--- src/design/qdme_pkg.sv ---
// Shared types and constants of the quote delta mask encoder.
`default_nettype none
package qdme_pkg;

  localparam int unsigned WordW = 64;
  localparam int unsigned ScaleW = 63;

  localparam logic [2:0] SID_TIME = 3'd0;
  localparam logic [2:0] SID_MASK = 3'd1;
  localparam logic [2:0] SID_BID = 3'd2;
  localparam logic [2:0] SID_SPREAD = 3'd3;
  localparam logic [2:0] SID_BID_QTY = 3'd4;
  localparam logic [2:0] SID_ASK_QTY = 3'd5;
  localparam logic [2:0] SID_BASE = 3'd6;

  localparam logic [1:0] REG_TIME_SCALE = 2'd0;
  localparam logic [1:0] REG_PRICE_SCALE = 2'd1;
  localparam logic [1:0] REG_QTY_SCALE = 2'd2;
  localparam logic [1:0] REG_PACKED_MASKS = 2'd3;

  typedef struct packed {
    logic [WordW-1:0] ts;
    logic [WordW-1:0] bid;
    logic [WordW-1:0] spr;
    logic [WordW-1:0] bq;
    logic [WordW-1:0] aq;
    logic first;
    logic fin;
  } rec_t;

  function automatic logic [WordW-1:0] zigzag(input logic [WordW-1:0] v);
    return {v[WordW-2:0], 1'b0} ^ {WordW{v[WordW-1]}};
  endfunction

endpackage
`default_nettype wire

--- src/design/qdme_div.sv ---
// Iterative signed divider, one quotient bit per cycle, truncating toward zero.
`default_nettype none
module qdme_div (
  input  wire logic                          clk_i,
  input  wire logic                          rst_ni,
  input  wire logic                          start_i,
  input  wire logic [qdme_pkg::WordW-1:0]    dividend_i,
  input  wire logic [qdme_pkg::ScaleW-1:0]   divisor_i,
  output logic                               done_o,
  output logic [qdme_pkg::WordW-1:0]         quot_o
);

  logic                         busy_q, busy_d;
  logic                         done_q, done_d;
  logic                         neg_q, neg_d;
  logic [6:0]                   cnt_q, cnt_d;
  logic [qdme_pkg::WordW-1:0]   a_q, a_d;
  logic [qdme_pkg::WordW-1:0]   r_q, r_d;
  logic [qdme_pkg::ScaleW-1:0]  d_q, d_d;
  logic [qdme_pkg::WordW-1:0]   rs;
  logic [qdme_pkg::WordW-1:0]   dext;

  assign rs = {r_q[qdme_pkg::WordW-2:0], a_q[qdme_pkg::WordW-1]};
  assign dext = {1'b0, d_q};

  always_comb begin
    busy_d = busy_q;
    done_d = 1'b0;
    neg_d = neg_q;
    cnt_d = cnt_q;
    a_d = a_q;
    r_d = r_q;
    d_d = d_q;
    if (start_i) begin
      busy_d = 1'b1;
      neg_d = dividend_i[qdme_pkg::WordW-1];
      a_d = dividend_i[qdme_pkg::WordW-1] ? (~dividend_i + 64'd1) : dividend_i;
      r_d = '0;
      cnt_d = '0;
      d_d = (divisor_i == '0) ? 63'd1 : divisor_i;
    end else if (busy_q) begin
      if (rs >= dext) begin
        r_d = rs - dext;
        a_d = {a_q[qdme_pkg::WordW-2:0], 1'b1};
      end else begin
        r_d = rs;
        a_d = {a_q[qdme_pkg::WordW-2:0], 1'b0};
      end
      cnt_d = cnt_q + 7'd1;
      if (cnt_q == 7'd63) begin
        busy_d = 1'b0;
        done_d = 1'b1;
      end
    end
  end

  always_ff @(posedge clk_i or negedge rst_ni) begin
    if (!rst_ni) begin
      busy_q <= 1'b0;
      done_q <= 1'b0;
      cnt_q <= '0;
    end else begin
      busy_q <= busy_d;
      done_q <= done_d;
      cnt_q <= cnt_d;
    end
  end

  always_ff @(posedge clk_i) begin
    neg_q <= neg_d;
    a_q <= a_d;
    r_q <= r_d;
    d_q <= d_d;
  end

  assign done_o = done_q;
  assign quot_o = neg_q ? (~a_q + 64'd1) : a_q;

endmodule
`default_nettype wire

--- src/design/qdme_front.sv ---
// Front end: accepts records, forms the spread and scales the five values.
`default_nettype none
module qdme_front (
  input  wire logic                         clk_i,
  input  wire logic                         rst_ni,
  input  wire logic                         push_i,
  output logic                              full_o,
  input  wire logic [qdme_pkg::WordW-1:0]   bid_price_i,
  input  wire logic [qdme_pkg::WordW-1:0]   bid_amount_i,
  input  wire logic [qdme_pkg::WordW-1:0]   ask_price_i,
  input  wire logic [qdme_pkg::WordW-1:0]   ask_amount_i,
  input  wire logic [qdme_pkg::WordW-1:0]   stamp_i,
  input  wire logic                         first_record_i,
  input  wire logic                         final_record_i,
  input  wire logic [qdme_pkg::ScaleW-1:0]  time_scale_i,
  input  wire logic [qdme_pkg::ScaleW-1:0]  price_scale_i,
  input  wire logic [qdme_pkg::ScaleW-1:0]  qty_scale_i,
  output logic                              q_push_o,
  input  wire logic                         q_full_i,
  output qdme_pkg::rec_t                    q_rec_o
);

  typedef enum logic [2:0] {
    F_IDLE = 3'b001,
    F_DIV  = 3'b010,
    F_PUSH = 3'b100
  } fstate_e;

  fstate_e                      state_q, state_d;
  logic [2:0]                   idx_q, idx_d;
  logic                         start_q, start_d;
  logic [qdme_pkg::WordW-1:0]   bid_q, bq_q, spr_q, aq_q, ts_q;
  logic                         first_q, fin_q;
  qdme_pkg::rec_t               rec_q, rec_d;
  logic [qdme_pkg::WordW-1:0]   op_raw;
  logic [qdme_pkg::ScaleW-1:0]  op_scale;
  logic                         div_done;
  logic [qdme_pkg::WordW-1:0]   div_quot;
  logic                         accept;

  assign accept = push_i && (state_q == F_IDLE);

  always_comb begin
    case (idx_q)
      3'd1: begin
        op_raw = bid_q;
        op_scale = price_scale_i;
      end
      3'd2: begin
        op_raw = spr_q;
        op_scale = price_scale_i;
      end
      3'd3: begin
        op_raw = bq_q;
        op_scale = qty_scale_i;
      end
      3'd4: begin
        op_raw = aq_q;
        op_scale = qty_scale_i;
      end
      default: begin
        op_raw = ts_q;
        op_scale = time_scale_i;
      end
    endcase
  end

  qdme_div u_div (
    .clk_i      (clk_i),
    .rst_ni     (rst_ni),
    .start_i    (start_q),
    .dividend_i (op_raw),
    .divisor_i  (op_scale),
    .done_o     (div_done),
    .quot_o     (div_quot)
  );

  always_comb begin
    state_d = state_q;
    idx_d = idx_q;
    start_d = 1'b0;
    rec_d = rec_q;
    unique case (state_q)
      F_IDLE: begin
        if (push_i) begin
          state_d = F_DIV;
          idx_d = '0;
          start_d = 1'b1;
        end
      end
      F_DIV: begin
        if (div_done) begin
          case (idx_q)
            3'd1: rec_d.bid = div_quot;
            3'd2: rec_d.spr = div_quot;
            3'd3: rec_d.bq = div_quot;
            3'd4: rec_d.aq = div_quot;
            default: rec_d.ts = div_quot;
          endcase
          if (idx_q == 3'd4) begin
            state_d = F_PUSH;
          end else begin
            idx_d = idx_q + 3'd1;
            start_d = 1'b1;
          end
        end
      end
      F_PUSH: begin
        if (!q_full_i) begin
          state_d = F_IDLE;
        end
      end
      default: state_d = F_IDLE;
    endcase
    rec_d.first = first_q;
    rec_d.fin = fin_q;
  end

  always_ff @(posedge clk_i or negedge rst_ni) begin
    if (!rst_ni) begin
      state_q <= F_IDLE;
      idx_q <= '0;
      start_q <= 1'b0;
    end else begin
      state_q <= state_d;
      idx_q <= idx_d;
      start_q <= start_d;
    end
  end

  always_ff @(posedge clk_i) begin
    rec_q <= rec_d;
    if (accept) begin
      bid_q <= bid_price_i;
      bq_q <= bid_amount_i;
      aq_q <= ask_amount_i;
      ts_q <= stamp_i;
      spr_q <= ask_price_i - bid_price_i;
      first_q <= first_record_i;
      fin_q <= final_record_i;
    end
  end

  assign full_o = (state_q != F_IDLE);
  assign q_push_o = (state_q == F_PUSH) && !q_full_i;
  assign q_rec_o = rec_q;

endmodule
`default_nettype wire

--- src/design/qdme_queue.sv ---
// Two-entry queue of scaled records between the front and back ends.
`default_nettype none
module qdme_queue (
  input  wire logic            clk_i,
  input  wire logic            rst_ni,
  input  wire logic            push_i,
  input  wire qdme_pkg::rec_t  rec_i,
  output logic                 full_o,
  input  wire logic            pop_i,
  output logic                 empty_o,
  output qdme_pkg::rec_t       rec_o
);

  qdme_pkg::rec_t  mem_q [2];
  logic            wptr_q, rptr_q;
  logic [1:0]      cnt_q;

  always_ff @(posedge clk_i) begin
    if (push_i) begin
      mem_q[wptr_q] <= rec_i;
    end
  end

  always_ff @(posedge clk_i or negedge rst_ni) begin
    if (!rst_ni) begin
      wptr_q <= 1'b0;
      rptr_q <= 1'b0;
      cnt_q <= '0;
    end else begin
      if (push_i) begin
        wptr_q <= ~wptr_q;
      end
      if (pop_i) begin
        rptr_q <= ~rptr_q;
      end
      cnt_q <= cnt_q + {1'b0, push_i} - {1'b0, pop_i};
    end
  end

  assign full_o = (cnt_q == 2'd2);
  assign empty_o = (cnt_q == 2'd0);
  assign rec_o = mem_q[rptr_q];

endmodule
`default_nettype wire

--- src/design/qdme_back.sv ---
// Back end: keeps the delta state and serializes base words, varints and masks.
`default_nettype none
module qdme_back (
  input  wire logic                        clk_i,
  input  wire logic                        rst_ni,
  input  wire logic                        q_empty_i,
  input  wire qdme_pkg::rec_t              q_rec_i,
  output logic                             q_pop_o,
  input  wire logic                        packed_i,
  output logic                             empty_o,
  input  wire logic                        pop_i,
  output logic [2:0]                       stream_id_o,
  output logic [7:0]                       data_byte_o,
  output logic [qdme_pkg::WordW-1:0]       base_word_o,
  output logic                             last_o
);

  typedef enum logic [5:0] {
    B_IDLE  = 6'b000001,
    B_BASE  = 6'b000010,
    B_VAR   = 6'b000100,
    B_MASK  = 6'b001000,
    B_SEL   = 6'b010000,
    B_FLUSH = 6'b100000
  } bstate_e;

  bstate_e                     state_q, state_d;
  qdme_pkg::rec_t              rec_q, rec_d;
  logic [qdme_pkg::WordW-1:0]  pts_q, pbid_q, pspr_q, pbq_q, paq_q;
  logic [qdme_pkg::WordW-1:0]  zz0_q, zz1_q, zz2_q, zz3_q, zz0_d, zz1_d, zz2_d, zz3_d;
  logic [qdme_pkg::WordW-1:0]  v_q, v_d;
  logic [2:0]                  sid_q, sid_d;
  logic [2:0]                  k_q, k_d;
  logic [3:0]                  rem_q, rem_d;
  logic                        memit_q, memit_d, fl_q, fl_d;
  logic [7:0]                  mbyte_q, mbyte_d, fbyte_q, fbyte_d;
  logic [3:0]                  held_q, held_d;
  logic                        nw_q, nw_d;
  logic                        load;
  logic [qdme_pkg::WordW-1:0]  d_t, d_b, d_s, d_bq, d_aq;
  logic [3:0]                  m;
  logic                        nw_after;
  logic [3:0]                  held_after;
  logic                        slot;
  logic                        emit, e_last;
  logic [2:0]                  e_sid;
  logic [7:0]                  e_byte;
  logic [qdme_pkg::WordW-1:0]  e_word;
  logic                        ov_q;
  logic [2:0]                  osid_q;
  logic [7:0]                  obyte_q;
  logic [qdme_pkg::WordW-1:0]  oword_q;
  logic                        olast_q;
  logic                        v_small;

  assign slot = !ov_q || pop_i;
  assign load = (state_q == B_IDLE) && !q_empty_i;
  assign d_t = q_rec_i.ts - pts_q;
  assign d_b = q_rec_i.bid - pbid_q;
  assign d_s = q_rec_i.spr - pspr_q;
  assign d_bq = q_rec_i.bq - pbq_q;
  assign d_aq = q_rec_i.aq - paq_q;
  assign m = {d_aq != '0, d_bq != '0, d_s != '0, d_b != '0};
  assign nw_after = packed_i ? !nw_q : nw_q;
  assign held_after = packed_i ? (nw_q ? 4'd0 : m) : held_q;
  assign v_small = (v_q[qdme_pkg::WordW-1:7] == '0);

  always_comb begin
    state_d = state_q;
    rec_d = rec_q;
    zz0_d = zz0_q;
    zz1_d = zz1_q;
    zz2_d = zz2_q;
    zz3_d = zz3_q;
    v_d = v_q;
    sid_d = sid_q;
    k_d = k_q;
    rem_d = rem_q;
    memit_d = memit_q;
    fl_d = fl_q;
    mbyte_d = mbyte_q;
    fbyte_d = fbyte_q;
    held_d = held_q;
    nw_d = nw_q;
    emit = 1'b0;
    e_last = 1'b0;
    e_sid = qdme_pkg::SID_MASK;
    e_byte = '0;
    e_word = '0;
    unique case (state_q)
      B_IDLE: begin
        if (load) begin
          rec_d = q_rec_i;
          if (q_rec_i.first) begin
            nw_d = 1'b0;
            held_d = '0;
            k_d = '0;
            state_d = B_BASE;
          end else begin
            zz0_d = qdme_pkg::zigzag(d_b);
            zz1_d = qdme_pkg::zigzag(d_s);
            zz2_d = qdme_pkg::zigzag(d_bq);
            zz3_d = qdme_pkg::zigzag(d_aq);
            memit_d = !packed_i || nw_q;
            mbyte_d = packed_i ? {m, held_q} : {4'd0, m};
            fl_d = q_rec_i.fin && nw_after;
            fbyte_d = {4'd0, held_after};
            if (q_rec_i.fin && nw_after) begin
              nw_d = 1'b0;
              held_d = '0;
            end else begin
              nw_d = nw_after;
              held_d = held_after;
            end
            v_d = d_t;
            sid_d = qdme_pkg::SID_TIME;
            rem_d = m;
            state_d = B_VAR;
          end
        end
      end
      B_BASE: begin
        if (slot) begin
          emit = 1'b1;
          e_sid = qdme_pkg::SID_BASE;
          e_last = (k_q == 3'd4);
          case (k_q)
            3'd1: e_word = rec_q.bid;
            3'd2: e_word = rec_q.spr;
            3'd3: e_word = rec_q.bq;
            3'd4: e_word = rec_q.aq;
            default: e_word = rec_q.ts;
          endcase
          if (k_q == 3'd4) begin
            state_d = B_IDLE;
          end else begin
            k_d = k_q + 3'd1;
          end
        end
      end
      B_VAR: begin
        if (slot) begin
          emit = 1'b1;
          e_sid = sid_q;
          e_byte = {!v_small, v_q[6:0]};
          if (sid_q == qdme_pkg::SID_TIME) begin
            e_last = v_small && !memit_q && (rem_q == '0) && !fl_q;
          end else begin
            e_last = v_small && (rem_q == '0) && !fl_q;
          end
          if (!v_small) begin
            v_d = {7'd0, v_q[qdme_pkg::WordW-1:7]};
          end else if (sid_q == qdme_pkg::SID_TIME) begin
            state_d = B_MASK;
          end else begin
            state_d = B_SEL;
          end
        end
      end
      B_MASK: begin
        if (!memit_q) begin
          state_d = B_SEL;
        end else if (slot) begin
          emit = 1'b1;
          e_sid = qdme_pkg::SID_MASK;
          e_byte = mbyte_q;
          e_last = (rem_q == '0) && !fl_q;
          state_d = B_SEL;
        end
      end
      B_SEL: begin
        priority if (rem_q[0]) begin
          v_d = zz0_q;
          sid_d = qdme_pkg::SID_BID;
          rem_d = {rem_q[3:1], 1'b0};
          state_d = B_VAR;
        end else if (rem_q[1]) begin
          v_d = zz1_q;
          sid_d = qdme_pkg::SID_SPREAD;
          rem_d = {rem_q[3:2], 2'b0};
          state_d = B_VAR;
        end else if (rem_q[2]) begin
          v_d = zz2_q;
          sid_d = qdme_pkg::SID_BID_QTY;
          rem_d = {rem_q[3], 3'b0};
          state_d = B_VAR;
        end else if (rem_q[3]) begin
          v_d = zz3_q;
          sid_d = qdme_pkg::SID_ASK_QTY;
          rem_d = '0;
          state_d = B_VAR;
        end else if (fl_q) begin
          state_d = B_FLUSH;
        end else begin
          state_d = B_IDLE;
        end
      end
      B_FLUSH: begin
        if (slot) begin
          emit = 1'b1;
          e_sid = qdme_pkg::SID_MASK;
          e_byte = fbyte_q;
          e_last = 1'b1;
          state_d = B_IDLE;
        end
      end
      default: state_d = B_IDLE;
    endcase
  end

  always_ff @(posedge clk_i or negedge rst_ni) begin
    if (!rst_ni) begin
      state_q <= B_IDLE;
      ov_q <= 1'b0;
      nw_q <= 1'b0;
      held_q <= '0;
      pts_q <= '0;
      pbid_q <= '0;
      pspr_q <= '0;
      pbq_q <= '0;
      paq_q <= '0;
    end else begin
      state_q <= state_d;
      nw_q <= nw_d;
      held_q <= held_d;
      if (emit) begin
        ov_q <= 1'b1;
      end else if (pop_i) begin
        ov_q <= 1'b0;
      end
      if (load) begin
        pts_q <= q_rec_i.ts;
        pbid_q <= q_rec_i.bid;
        pspr_q <= q_rec_i.spr;
        pbq_q <= q_rec_i.bq;
        paq_q <= q_rec_i.aq;
      end
    end
  end

  always_ff @(posedge clk_i) begin
    rec_q <= rec_d;
    zz0_q <= zz0_d;
    zz1_q <= zz1_d;
    zz2_q <= zz2_d;
    zz3_q <= zz3_d;
    v_q <= v_d;
    sid_q <= sid_d;
    k_q <= k_d;
    rem_q <= rem_d;
    memit_q <= memit_d;
    fl_q <= fl_d;
    mbyte_q <= mbyte_d;
    fbyte_q <= fbyte_d;
    if (emit) begin
      osid_q <= e_sid;
      obyte_q <= e_byte;
      oword_q <= e_word;
      olast_q <= e_last;
    end
  end

  assign q_pop_o = load;
  assign empty_o = !ov_q;
  assign stream_id_o = osid_q;
  assign data_byte_o = obyte_q;
  assign base_word_o = oword_q;
  assign last_o = olast_q;

endmodule
`default_nettype wire

--- src/design/quote_delta_mask_encoder_core.sv ---
// Top level of the quote delta mask encoder with its configuration registers.
// Each record is scaled by one shared radix-2 divider that runs five divisions
// in turn, so the front end takes no new record until all five are done and the
// record is pushed; the back end then emits at most one coded byte or base word
// per cycle while pop is held, with no output while it loads each record, skips
// a mask that is not sent or selects each changed field, and a two-entry queue
// between them lets the next record be scaled meanwhile.
`default_nettype none
module quote_delta_mask_encoder_core (
  input  wire logic         clk_i,
  input  wire logic         rst_ni,
  input  wire logic         push,
  output logic              full,
  input  wire logic [63:0]  bid_price_i,
  input  wire logic [63:0]  bid_amount_i,
  input  wire logic [63:0]  ask_price_i,
  input  wire logic [63:0]  ask_amount_i,
  input  wire logic [63:0]  stamp_i,
  input  wire logic         first_record_i,
  input  wire logic         final_record_i,
  output logic              empty,
  input  wire logic         pop,
  output logic [2:0]        stream_id_o,
  output logic [7:0]        data_byte_o,
  output logic [63:0]       base_word_o,
  output logic              last_o,
  input  wire logic         cfg_valid_i,
  output logic              cfg_ready_o,
  input  wire logic [1:0]   cfg_index_i,
  input  wire logic [63:0]  cfg_data_i
);

  logic [qdme_pkg::ScaleW-1:0]  time_scale_q, price_scale_q, qty_scale_q;
  logic                         packed_q;
  logic                         q_push, q_full, q_pop, q_empty;
  qdme_pkg::rec_t               q_in, q_out;

  assign cfg_ready_o = 1'b1;

  always_ff @(posedge clk_i or negedge rst_ni) begin
    if (!rst_ni) begin
      time_scale_q <= 63'd1;
      price_scale_q <= 63'd1;
      qty_scale_q <= 63'd1;
      packed_q <= 1'b0;
    end else if (cfg_valid_i) begin
      unique case (cfg_index_i)
        qdme_pkg::REG_TIME_SCALE:   time_scale_q <= cfg_data_i[62:0];
        qdme_pkg::REG_PRICE_SCALE:  price_scale_q <= cfg_data_i[62:0];
        qdme_pkg::REG_QTY_SCALE:    qty_scale_q <= cfg_data_i[62:0];
        qdme_pkg::REG_PACKED_MASKS: packed_q <= cfg_data_i[0];
        default: ;
      endcase
    end
  end

  qdme_front u_front (
    .clk_i          (clk_i),
    .rst_ni         (rst_ni),
    .push_i         (push),
    .full_o         (full),
    .bid_price_i    (bid_price_i),
    .bid_amount_i   (bid_amount_i),
    .ask_price_i    (ask_price_i),
    .ask_amount_i   (ask_amount_i),
    .stamp_i        (stamp_i),
    .first_record_i (first_record_i),
    .final_record_i (final_record_i),
    .time_scale_i   (time_scale_q),
    .price_scale_i  (price_scale_q),
    .qty_scale_i    (qty_scale_q),
    .q_push_o       (q_push),
    .q_full_i       (q_full),
    .q_rec_o        (q_in)
  );

  qdme_queue u_queue (
    .clk_i   (clk_i),
    .rst_ni  (rst_ni),
    .push_i  (q_push),
    .rec_i   (q_in),
    .full_o  (q_full),
    .pop_i   (q_pop),
    .empty_o (q_empty),
    .rec_o   (q_out)
  );

  qdme_back u_back (
    .clk_i       (clk_i),
    .rst_ni      (rst_ni),
    .q_empty_i   (q_empty),
    .q_rec_i     (q_out),
    .q_pop_o     (q_pop),
    .packed_i    (packed_q),
    .empty_o     (empty),
    .pop_i       (pop),
    .stream_id_o (stream_id_o),
    .data_byte_o (data_byte_o),
    .base_word_o (base_word_o),
    .last_o      (last_o)
  );

endmodule
`default_nettype wire

--- config.mk ---
export PLATFORM = sky130hd
export DESIGN_NAME = quote_delta_mask_encoder_core
export DESIGN_NICKNAME = d
export VERILOG_FILES = /design/src/design/qdme_pkg.sv /design/src/design/qdme_div.sv /design/src/design/qdme_front.sv /design/src/design/qdme_queue.sv /design/src/design/qdme_back.sv /design/src/design/quote_delta_mask_encoder_core.sv
export SDC_FILE = /design/constraint.sdc
export NUM_CORES = 2
export LEC_CHECK = 0
export BUFFER_PORTS_ARGS = -buffer_cell sky130_fd_sc_hd__buf_2
export CORE_UTILIZATION = 60
export DETAILED_ROUTE_END_ITERATION = 6
export PLACE_DENSITY = 0.88
export RECOVER_POWER = 25
export SETUP_SLACK_MARGIN = 0.2
export SLEW_MARGIN = 20
export SYNTH_ARGS = -nofsm -noshare
export SYNTH_HDL_FRONTEND = slang
export SYNTH_HIERARCHICAL = 1
export SYNTH_SLANG_ARGS = --single-unit
--- constraint.sdc ---
create_clock -name clk_i -period 17.9 [get_ports clk_i]
set_input_delay 3.58 -clock clk_i [delete_from_list [all_inputs] [get_ports clk_i]]
set_output_delay 3.58 -clock clk_i [all_outputs]
set_load 0.02 [all_outputs]
; ---- After elaboration in Yosys (flattened, before gate mapping)
; Memories as Yosys holds them, arrays and structs flattened.
; Cells that the tools add are included.
[classes]
addsub = 14
magnitude_cmp = 1
eq_ne = 43
n_mux = 102
n_bitwise = 10
reduce_logical = 62
[ops]
columns = operator, n
row1 = $mux W64, 12
row2 = $pmux W64 S4, 2
row3 = $sub A64 B64 Y64, 6
row4 = $reduce_bool A64 Y1, 4
row5 = $xor A64 B64 Y64, 4
row6 = $pmux W64 S3, 1
row7 = $add A64 B1 Y64 const B, 2
row8 = $not A64 Y64, 2
row9 = $pmux W63 S2, 1
row10 = $mux W6, 13
row11 = $ge A64 B63 Y1, 1
row12 = $logic_not A63 Y1, 1
row13 = $mux W63, 1
row14 = $sub A63 B63 Y63, 1
row15 = $mux W3, 20
row16 = $logic_not A57 Y1, 1
row17 = $mux W4, 11
row18 = $pmux W6 S6, 1
row19 = $mux W1, 24
row20 = $mux W8, 3
row21 = $pmux W3 S2, 4
row22 = $pmux W8 S3, 1
row23 = $ne A2 B2 Y1 const B, 11
row24 = $reduce_and A3 Y1, 7
row25 = other kinds (43), 98
[word_totals]
regBits = 2117
ramBits = 644
in_bits = 393
out_inout_bits = 79
elab_cells = 298
mem_count = 1
[mem_list]
columns = memory, words, width, rd, rd_clocked_by_memory_dff, write_ports, line
row1 = u_queue.mem_q, 2, 322, 1, 0, 1, qdme_queue.sv:14  ; qdme_pkg::rec_t mem_q [2];

; ---- Logic depth before layout (Yosys ltp)
[logic_depth]
ltp_word = 7
mapped_depth = 30
depth_no_buf = 27

; ---- Modules after synthesis
; The synthesis kept the hierarchy.
[by_module_without_submodules]
columns = mod, instances, cells_each, area_each_um2, seq_area_each_um2
row1 = qdme_back, 1, 6504, 63706.1, 30530.5
row2 = qdme_front, 1, 1821, 26615.5, 19494.9
row3 = qdme_queue, 1, 1017, 24548.5, 19438.6
row4 = qdme_div, 1, 1789, 14869.3, 5330.1
row5 = quote_delta_mask_encoder_core, 1, 407, 7823.8, 4758.3

; ---- Worst setup path after synthesis
; No wires, ideal clock.
[synth_timing]
kind = register to register
start = register u_front.state_q[1]
end = memory u_queue/mem_q[0][0] in the netlist's numbering (enable)
setup_time_ns = 1.051
t_arrival_ns = 14.883
required_time_ns = 16.849
setup_slack_ns = 1.966
path_stages_with_launch = 5
path_buffers = 0
period_less_slack_ns = 15.934
cell_sequence = dfrtp_1 > nor2_1 > nand2_1 > nor2_1 > nor2b_1
[synth_via]
elab_chain_len = 4
[synth_rtl]
columns = item, line
row1 = from (decl), qdme_front.sv:29  ; fstate_e state_q, state_d;
row2 = from (signal assigned), qdme_front.sv:125  ; state_q <= state_d;
row3 = $eq A3 B3 Y1, qdme_front.sv:145  ; assign q_push_o = (state_q == F_PUSH) && !q_full_i;
row4 = $logic_and A1 B1 Y1, qdme_front.sv:145
row5 = net q_push, quote_delta_mask_encoder_core.sv:35  ; logic q_push, q_full, q_pop, q_empty;
row6 = $mux W1, qdme_queue.sv:19  ; if (push_i) begin
row7 = $mux W1 (not written as such), qdme_queue.sv:20  ; mem_q[wptr_q] <= rec_i;
row8 = to (decl), qdme_queue.sv:14
; The timed path passes the listed nets, and every way through them passes these cells.

==> results_dict.tcl <==
set metrics [dict create \
    synth_edf_count 2154 \
    track_usage_pct 38.0 \
    rows 175 \
    cts_buffer_depth 4 \
    syn_inst 11500 \
    synth_top_family_by_area "compound AO/OA/AOI/OAI gates" \
    die_height_um 481 \
    setup_viol 0 \
    crit_family "simple AND/OR/NAND/NOR gates" \
    viasPerCell 6.50 \
    design_area_um2 152000 \
    wire_per_inst_um 29.6 \
    fmax_mhz 71.3 \
    nFillCells 16400 \
    multi_input_area_um2 52600 \
    dpl.cell_count 14500 \
    place_hpwl_um 327000 \
    crit_arrival_ns 14.72 \
    coreArea_um2 228000 \
    cp_data_required_time_ns 18.59 \
    max-vdd-ir-drop_v 0.000100 \
    io_pins 472 \
    cp_slowest_cell "clkbuf_1" \
    min_period_over_period_pct 78.4 \
    synth.avg_cell_area_um2 11.9 \
    synthAdderAreaFrac_pct 4.33 \
    clk_latency_ns 0.98 \
    final-seq-area_um2 79600 \
    antenna_found_initial 52 \
    start_kind "register" \
    yosys-top-cells-area "edfxtp_1 47%, dfrtp_1 9.8%, mux2_4 4.4%" \
    first_global_vias 96300 \
    fin_util_pct 66.6 \
    yosysWarnings 6 \
    worst_slew_pin_slew_ns 9.12 \
    yosysTopAreaCell "edfxtp_1" \
    endpoint_kind "register" \
    layout.nets 12700 \
    crit_type "reg -> reg" \
    power_mw 16.9 \
    area_growth_pct 10.2 \
    critPathMaxStageDelay_ns 2.20 \
    io_buffers 469 \
    grt-ovfl-total 0 \
    crit_path_max_fanout 93 \
    grt_pass1_wl_um 639000 \
    cts_root_buffer "clkbuf_16" \
    maxCapViolCount 19 \
    drtIter0Drc 12100 \
    finalClockSkew_ns 0.0825 \
    hold_buffers 0 \
    synth.mux.area_fraction_pct 5.92 \
    final_layout_size_suffix_gt1_share_pct 13.3 \
    async_reset_ff_share_pct 19.6 \
    die_x_um 481 \
    synth_flop_cell "edfxtp_1" \
    dieArea_um2 231000 \
    synth-xor-area-share_pct 4.73 \
    outcome "finished with violations" \
    drc 0 \
    placed_area_um2 142000 \
    min_period_ns 14.03 \
    cts_resized 0 \
    synthesis.nets 12400 \
    cts_sinks 2761 \
    yosys.cell_types.count 130 \
    grt_setup_unrepaired "false" \
    ctsHtreeMaxLevel 5 \
    finalWorstSetupSlack_ns 3.87 \
    ys_seq_area_share_pct 57.8 \
    timing.final.max_slew_violations 920 \
    setup_tns_ns 0 \
    ant_nets 0 \
    violations "max-capacitance violations, max-slew violations" \
    cp_num_buf_inv 5 \
    postCtsSetupBuffers 0 \
    initial_core_util_pct 60.4 \
    grt_max_degree 229 \
    cellPowerDensity_nw_per_um2 112 \
    holdWs_ns 0.352 \
    dp_slack_ns 6.32 \
    p_leak_nw 56.7 \
    stdcell_count 15100 \
    gp_congestion 1.07 \
    netlist_area_um2 138000 \
    synth_top_area_share_pct 47.0 \
    hold_path.class "reg -> reg" \
    dr.pass1.iters 7 \
    clk_pin_slew_ns 0.06 \
    synth-seq-cells 2761 \
    post_synth_and_or_nand_nor_area_fraction_pct 9.34 \
    slew_headroom_pct -508 \
    cts_buffers 304 \
    routed_wl_um 447000 \
    cts_tree "yes" \
    num_vias 98100 \
    hold_viol_final 0 \
    synth_compound_area_share_pct 14.0 \
]
[cell type report]
cell class              instances  share of cell area, %
flip-flops and latches       2761                   52.5
multi-input cells            7551                   34.7
clock buffers                 376                   5.36
well taps                    3009                   2.48
repair buffers                606                   2.27
inverters                     599                   1.49
clock inverters               160                   1.19
diodes                         22                 0.0363
[report_power, final]
| part | total (mW) | switching, mW | internal, mW |
|---|---|---|---|
| registers | 7.94 | 0.348 | 7.59 |
| clock network | 6.32 | 2.61 | 3.70 |
| logic | 2.65 | 1.76 | 0.899 |
| total | 16.9 | 4.72 | 12.2 |
[path summary, 6_finish.rpt]
kind | start | to | slack (ns) | cells past startpoint
worst min-delay path | u_front/fin_q | u_front/q_rec_o[0] | 0.35 | 0
min in group asynchronous | rst_ni | u_back/pbid_q[58] | 2.65 | 1
max in group asynchronous | rst_ni | price_scale_q[38] | 12.17 | 4
worst min register to register | u_front/fin_q | u_front/q_rec_o[0] | 0.35 | 0
worst max-delay path | u_queue/rptr_q | u_back/fbyte_q[3] | 3.87 | 29
worst max register to register | u_queue/rptr_q | u_back/fbyte_q[3] | 3.87 | 29
[routing by layer]
metal  global-route usage, %  wire (µm)  vias up
met2                    60.1     204000     5329
met5                       0        253        -
met4                    18.9      25200       32
met1                    50.0     175000    48500
met3                    7.76      42000     1031
li1                        -          -    43200
[cells by family (layout without fill, tap and decap cells)]
group,Yosys count,after routing
AOI/OAI and AO/OA,2984,2984
DFF,2761,2761
and+or+nand+nor,2759,2759
buffers and inverters,1226,1741
xor gates and xnor gates,736,736
muxes,599,599
adders and majority gates,472,472
other,1,23
[flip-flops by register name (all words and copies together), names as in the netlist, 64 cells and up]
| signal | flops |
|---|---|
| u_front/spr_q | 64 |
| u_back/pbid_q | 64 |
| u_front/bq_q | 64 |
| u_back/pspr_q | 64 |
| u_front/u_div/a_q | 64 |
| u_back/rec_q | 320 |
| u_back/pts_q | 64 |
| u_front/bid_q | 64 |
| u_back/pbq_q | 64 |
| u_back/zz2_q | 64 |
| u_back/v_q | 64 |
| u_back/zz0_q | 64 |
| u_front/q_rec_o | 322 |
| u_back/paq_q | 64 |
| u_front/ts_q | 64 |
| u_back/zz3_q | 64 |
| u_queue/mem_q | 644 |
| u_back/base_word_o | 64 |
| u_back/zz1_q | 64 |
| u_front/aq_q | 64 |
[cells in the mapped netlist (65+ instances only)]
cell	count
edfxtp_1	2154
nand4_1	138
o21bai_1	66
or3_1	71
a21o_1	222
o21a_1	86
nand2_1	1148
nor4_1	80
xor2_1	293
a22oi_1	374
ha_1	465
o21ai_0	749
nand3_1	132
xnor2_1	439
clkbuf_1	485
mux2_2	119
dfrtp_1	537
a31oi_1	195
nor2_1	640
inv_1	596
and3_1	75
mux2_4	400
o31ai_1	69
mux2i_1	80
nor3_1	118
a21oi_1	678
dfxtp_1	65
[placed cells by master (no fill, tap or decap), types with 66 or more instances in the layout]
master | synthesis | routed
edfxtp_1 | 2154 | 2154
nand2_1 | 1148 | 1145
o21ai_0 | 749 | 746
a21oi_1 | 678 | 677
nor2_1 | 640 | 634
inv_1 | 596 | 595
dfrtp_1 | 537 | 537
buf_2 | 45 | 468
ha_1 | 465 | 463
xnor2_1 | 439 | 429
a22oi_1 | 374 | 374
clkbuf_16 | 0 | 307
xor2_1 | 293 | 293
mux2_4 | 400 | 289
a21o_1 | 222 | 221
a31oi_1 | 195 | 194
nand4_1 | 138 | 138
nand3_1 | 132 | 132
mux2_1 | 0 | 130
nor3_1 | 118 | 118
buf_4 | 23 | 105
mux2_2 | 119 | 100
o21a_1 | 86 | 86
mux2i_1 | 80 | 80
nor4_1 | 80 | 76
and3_1 | 75 | 75
clkbuf_1 | 485 | 71
or3_1 | 71 | 71
o31ai_1 | 69 | 68
o21bai_1 | 66 | 66
(Power assumes the default switching activity.)
